==> src/rtl/ple_pkg.sv <==
// Package for the piecewise linear evaluator: types, codes and constants.
`default_nettype none
package ple_pkg;
  localparam int unsigned MaxKnots = 64;
  localparam int unsigned IdxW = $clog2(MaxKnots);
  localparam int unsigned CntW = $clog2(MaxKnots + 1);

  typedef enum logic [1:0] {
    FUNC_CLEAR  = 2'd0,
    FUNC_APPEND = 2'd1,
    FUNC_EVAL   = 2'd2,
    FUNC_NOP    = 2'd3
  } func_e;

  typedef enum logic [1:0] {
    ST_OK       = 2'd0,
    ST_FEW      = 2'd1,
    ST_FULL     = 2'd2,
    ST_ZERO_SEG = 2'd3
  } status_e;

  typedef enum logic [1:0] {
    REG_CLOSED = 2'd0,
    REG_START  = 2'd1,
    REG_END    = 2'd2
  } reg_e;

  typedef struct packed {
    logic [1:0]         func;
    logic signed [31:0] position;
    logic signed [31:0] knot_value;
  } in_word_t;

  typedef struct packed {
    logic signed [31:0] result_value;
    logic [1:0]         status;
  } out_word_t;

  // Divider handshake between the sequencer and the divide unit.
  typedef struct packed {
    logic        start;
    logic [47:0] dividend;
    logic [32:0] divisor;
  } div_req_t;

  typedef struct packed {
    logic        done;
    logic [47:0] quotient;
  } div_rsp_t;
endpackage
`default_nettype wire

==> src/rtl/ple_div.sv <==
// Restoring serial divider, one quotient bit per cycle.
`default_nettype none
module ple_div import ple_pkg::*; (
  input  logic     clk_i,
  input  logic     rst_ni,
  input  div_req_t req_i,
  output div_rsp_t rsp_o
);
  logic [47:0] quo_q, quo_d;
  logic [33:0] rem_q, rem_d;
  logic [32:0] den_q, den_d;
  logic [5:0]  cnt_q, cnt_d;
  logic        busy_q, busy_d, done_q, done_d;
  logic [33:0] trial;

  always_comb begin
    quo_d = quo_q; rem_d = rem_q; den_d = den_q; cnt_d = cnt_q;
    busy_d = busy_q; done_d = 1'b0;
    trial = {rem_q[32:0], quo_q[47]} - {1'b0, den_q};
    if (req_i.start) begin
      quo_d = req_i.dividend; rem_d = '0; den_d = req_i.divisor;
      cnt_d = 6'd47; busy_d = 1'b1;
    end else if (busy_q) begin
      if (!trial[33]) begin
        rem_d = trial;
        quo_d = {quo_q[46:0], 1'b1};
      end else begin
        rem_d = {rem_q[32:0], quo_q[47]};
        quo_d = {quo_q[46:0], 1'b0};
      end
      if (cnt_q == 6'd0) begin
        busy_d = 1'b0; done_d = 1'b1;
      end else begin
        cnt_d = cnt_q - 6'd1;
      end
    end
  end

  always_ff @(posedge clk_i or negedge rst_ni) begin
    if (!rst_ni) begin
      busy_q <= 1'b0; done_q <= 1'b0; cnt_q <= '0;
    end else begin
      busy_q <= busy_d; done_q <= done_d; cnt_q <= cnt_d;
    end
  end

  always_ff @(posedge clk_i) begin
    quo_q <= quo_d; rem_q <= rem_d; den_q <= den_d;
  end

  assign rsp_o.done = done_q;
  assign rsp_o.quotient = quo_q;
endmodule
`default_nettype wire
==> config.mk <==
export PLATFORM = sky130hd
export DESIGN_NAME = ple_div
export DESIGN_NICKNAME = d
export VERILOG_FILES = /design/src/rtl/ple_pkg.sv /design/src/rtl/ple_div.sv
export SDC_FILE = /design/constraint.sdc
export NUM_CORES = 1
export LEC_CHECK = 0
export BUFFER_PORTS_ARGS = -buffer_cell sky130_fd_sc_hd__buf_2
export CORE_AREA = 5 5 120 122
export DETAILED_ROUTE_END_ITERATION = 16
export DIE_AREA = 0 0 125 127
export GPL_TIMING_DRIVEN = 0
export PLACE_DENSITY = 0.77
export SLEW_MARGIN = 20
export SYNTH_ARGS = -nofsm -noshare
export SYNTH_HDL_FRONTEND = slang
export SYNTH_SLANG_ARGS = --single-unit
==> constraint.sdc <==
create_clock -name clk_i -period 7.65 [get_ports clk_i]
set_input_delay 0.3825 -clock clk_i [delete_from_list [all_inputs] [get_ports clk_i]]
set_output_delay 0.3825 -clock clk_i [all_outputs]
set_load 0.02 [all_outputs]
==> results.toml <==
[sta]
hold_viol_final = 0
finalSetupViolations = 0
min_period_ns = 3.37
clock_skew_ns = 0.0102
period_share_pct = 44.1
fmax_ghz = 0.296
tns_ns = 0
timing.hold.ws_ns = 0.130
slew_headroom_pct = 47.9
fin_ws_ns = 4.28
slew_viol_final = 0
tightest_slew_ns = 0.781
rsz0062_at_grt = "no"

[synthesis]
synth_cell_types = 61
yosysTopAreaCellShare_pct = 34.3
avgSynthCellArea_sq_um = 10.5
synth_edf_count = 81
syn_area_sq_mm = 0.00708
synthArstFlopShare_pct = 6.56
synth_warnings = 0
syn_inst = 676
synthTopCellsByArea = "edfxtp_1 (34%), dfxtp_1 (9.3%), mux2_2 (7.5%)"
synth_fp_nets = 796
yosys.area.top_type = "edfxtp_1"
synth_ff_type = "edfxtp_1"
ys_seq_area_share_pct = 46.5
ys_seq_elements = 122

[place]
placed_cells = 985
routabilityCongestion = 0.924
dp_hpwl_um = 12900
portBuffers = 132
pre_cts_slack_ns = 4.33

[min_path]
hold_path_startpoint = "req_i[6]"
whs_endpoint = "den_q[6]$_DFFE_PP_"
whs_path_depth = 1
hold_path.class = "input port to flop"

[die]
die_w_um = 125
ios = 133
rows = 42
die_h_um = 127
die_area_sq_mm = 0.0159
coreArea_sq_mm = 0.0131
start_util_pct = 54.1

[worst_setup_path]
required_ns = 7.97
critPathKind = "flop to flop"
cp_max_fo = 10
arrival_ns = 3.69
cp-end-kind = "flop"
timing.rr.end = "rem_q[30]$_SDFFE_PP0P_"
reg2regPathDepth = 12
startpoint_type = "flop"
r2r_slack_ns = 4.28
r2r_start = "den_q[14]$_DFFE_PP_"

[route]
via_per_inst = 5.80
drt-initial-drc-count = 553
routed_wl_um = 18000
ant_nets = 0
drc_errors = 0
wire_per_inst_um = 17.7
dr.pass1.iters = 5
vias = 5906

[clock_network]
clk_latency_ns = 0.43
h-tree-depth = 4
cts_tree = "built"
cts-buffers-inserted = 17
clock_path_buffers = 2
cts_setup_buffers = 0
clock_sinks = 122
cts.clk_slew.worst_paths_ns = 0.06
clock-root-buffer = "clkbuf_16"

[run]
cap_viol_max_count = 0

[grt]
grt_pass1_vias = 6000
grt_pass1_wl_um = 29200
antenna_found_initial = 0
grt_max_degree = 35
grt_usage_pct = 22.5
grt-ovfl-total = 0

[layout]
finalNetCount = 949
most-common-layout-cells = "buf_2 (144), edfxtp_1 (81), nor2_1 (52)"
antenna_cells = 0
post-route-util_pct = 65.7
layoutNonFillerInstCount = 1018
layout_commonest_cell = "buf_2"
multi_input_area_sq_mm = 0.00343
seqCellArea_sq_mm = 0.00329
syn2layout_area_growth_pct = 21.4
drive_gt1_share_pct = 29.1
nFillCells = 1046

[power_and_ir_drop]
clockPowerShare_pct = 45.1
power_density_mw_per_mm2 = 210
p_int_uw = 1360
seq_power_share_pct = 42.9
pwr-share-comb_pct = 12.0
irDropWorstVdd_mv = 0.172
power_switching_uw = 442
swShare_pct = 24.5
p_leak_uw = 0.00367

[run_status]
status = "finished, final reports clean"
-- synth_stat cells (2+ instances only) --
library cell,count
o21a_1,5
ha_1,35
buf_6,3
and2_1,5
or4b_1,6
o21ai_0,38
nand3_1,28
a21boi_0,4
a31o_2,3
dfxtp_1,33
o21bai_1,6
a21o_1,15
a21oi_1,36
or2_2,2
nand2_1,26
a311oi_1,32
a211oi_1,4
nor3_1,12
and3_1,5
a211oi_2,4
and4_1,2
a31oi_1,5
dfrtp_1,8
clkbuf_1,23
mux2_2,47
o211ai_1,3
o31ai_1,3
or3_1,6
nand4_1,8
edfxtp_1,81
nand2b_1,10
nor2_1,52
o2111ai_1,2
xnor2_1,16
inv_1,45
o21ai_1,13
nor4b_1,3
nor2b_1,5
buf_2,12
xor2_1,9
-- metal layers --
layer  up-vias  part of all wire (%)  wire length (um)  GRT usage, %
li1       2839                     -                 -             -
met1      2853                    43              7680          28.1
met2       183                    50              8940          37.7
met3        31                   5.3               947          5.30
met4         0                   2.3               412          9.82
met5         -                     0                 0             0
-- stage by stage --
stage	total power, uW	area, sq um
floorplan	922	7080
global placement	992	7960
detailed placement	1000	7990
CTS	1820	8600
global route	1880	8600
finish	1810	8600
-- area by class of cell --
cell class	count	share of cell area (%)
Timing Repair Buffer	134	8.12
Sequential cell	122	38.3
Buffer	39	2.18
Inverter	45	1.96
Tap cell	176	2.56
Clock inverter	11	1.73
Clock buffer	21	5.24
Multi-Input combinational cell	470	39.9
-- how the worst max path moves through the flow --
stage	startpoint	end
after detailed placement	den_q[1]$_DFFE_PP_	rem_q[21]$_SDFFE_PP0P_
after global placement	den_q[14]$_DFFE_PP_	rem_q[30]$_SDFFE_PP0P_
after floorplan	quo_q[47]$_DFFE_PP_	rem_q[30]$_SDFFE_PP0P_
final	den_q[14]$_DFFE_PP_	rem_q[30]$_SDFFE_PP0P_
after global routing	den_q[16]$_DFFE_PP_	rem_q[30]$_SDFFE_PP0P_
after CTS	den_q[1]$_DFFE_PP_	rem_q[30]$_SDFFE_PP0P_
-- power by group through the flow --
stage          Combinational [uW]  Sequential, uW  Clock (uW)
3_5_place_dp                  214             786           0
3_3_place_gp                  208             784           0
4_1_cts                       217             774         826
2_1_floorplan                 104             818           0
6_report                      217             774         815
5_1_grt                       235             779         862
-- sequential cells by signal, summed over array words and instances, names as in the netlist --
register	flops
busy_q	1
done_q	1
cnt_q	6
rem_q	33
quo_q	48
den_q	33
-- worst max-delay path, cell delays in order (launching register included) --
cell	delay, ns
edfxtp_1	0.35
inv_1	0.06
ha_1	0.21
buf_2	0.17
a21oi_1	0.18
o21ai_1	0.15
a221oi_2	0.35
or2_2	0.23
nand3_2	0.15
a211oi_2	0.52
clkbuf_1	0.45
o21ai_0	0.15
a311oi_1	0.29
-- logic make-up (layout without fill, tap and decap cells) --
logic type	after synthesis	count (layout)	synth area share [%]
XOR/XNOR	25	25	3.09
adder cells (fa/ha/maj)	36	36	6.47
multiplexers	48	48	7.61
buffers and inverters	84	250	5.04
AO/OA/AOI/OAI	183	183	18.1
AND/OR/NAND/NOR	178	178	13.2
flip-flops	122	122	46.5
-- repair_timing --
action	4_1_cts	5_1_grt
hold buffers	1	0
gates resized for setup	0	0
hold endpoints to repair	8	0
No activity file was read; power rests on OpenSTA's default activity.
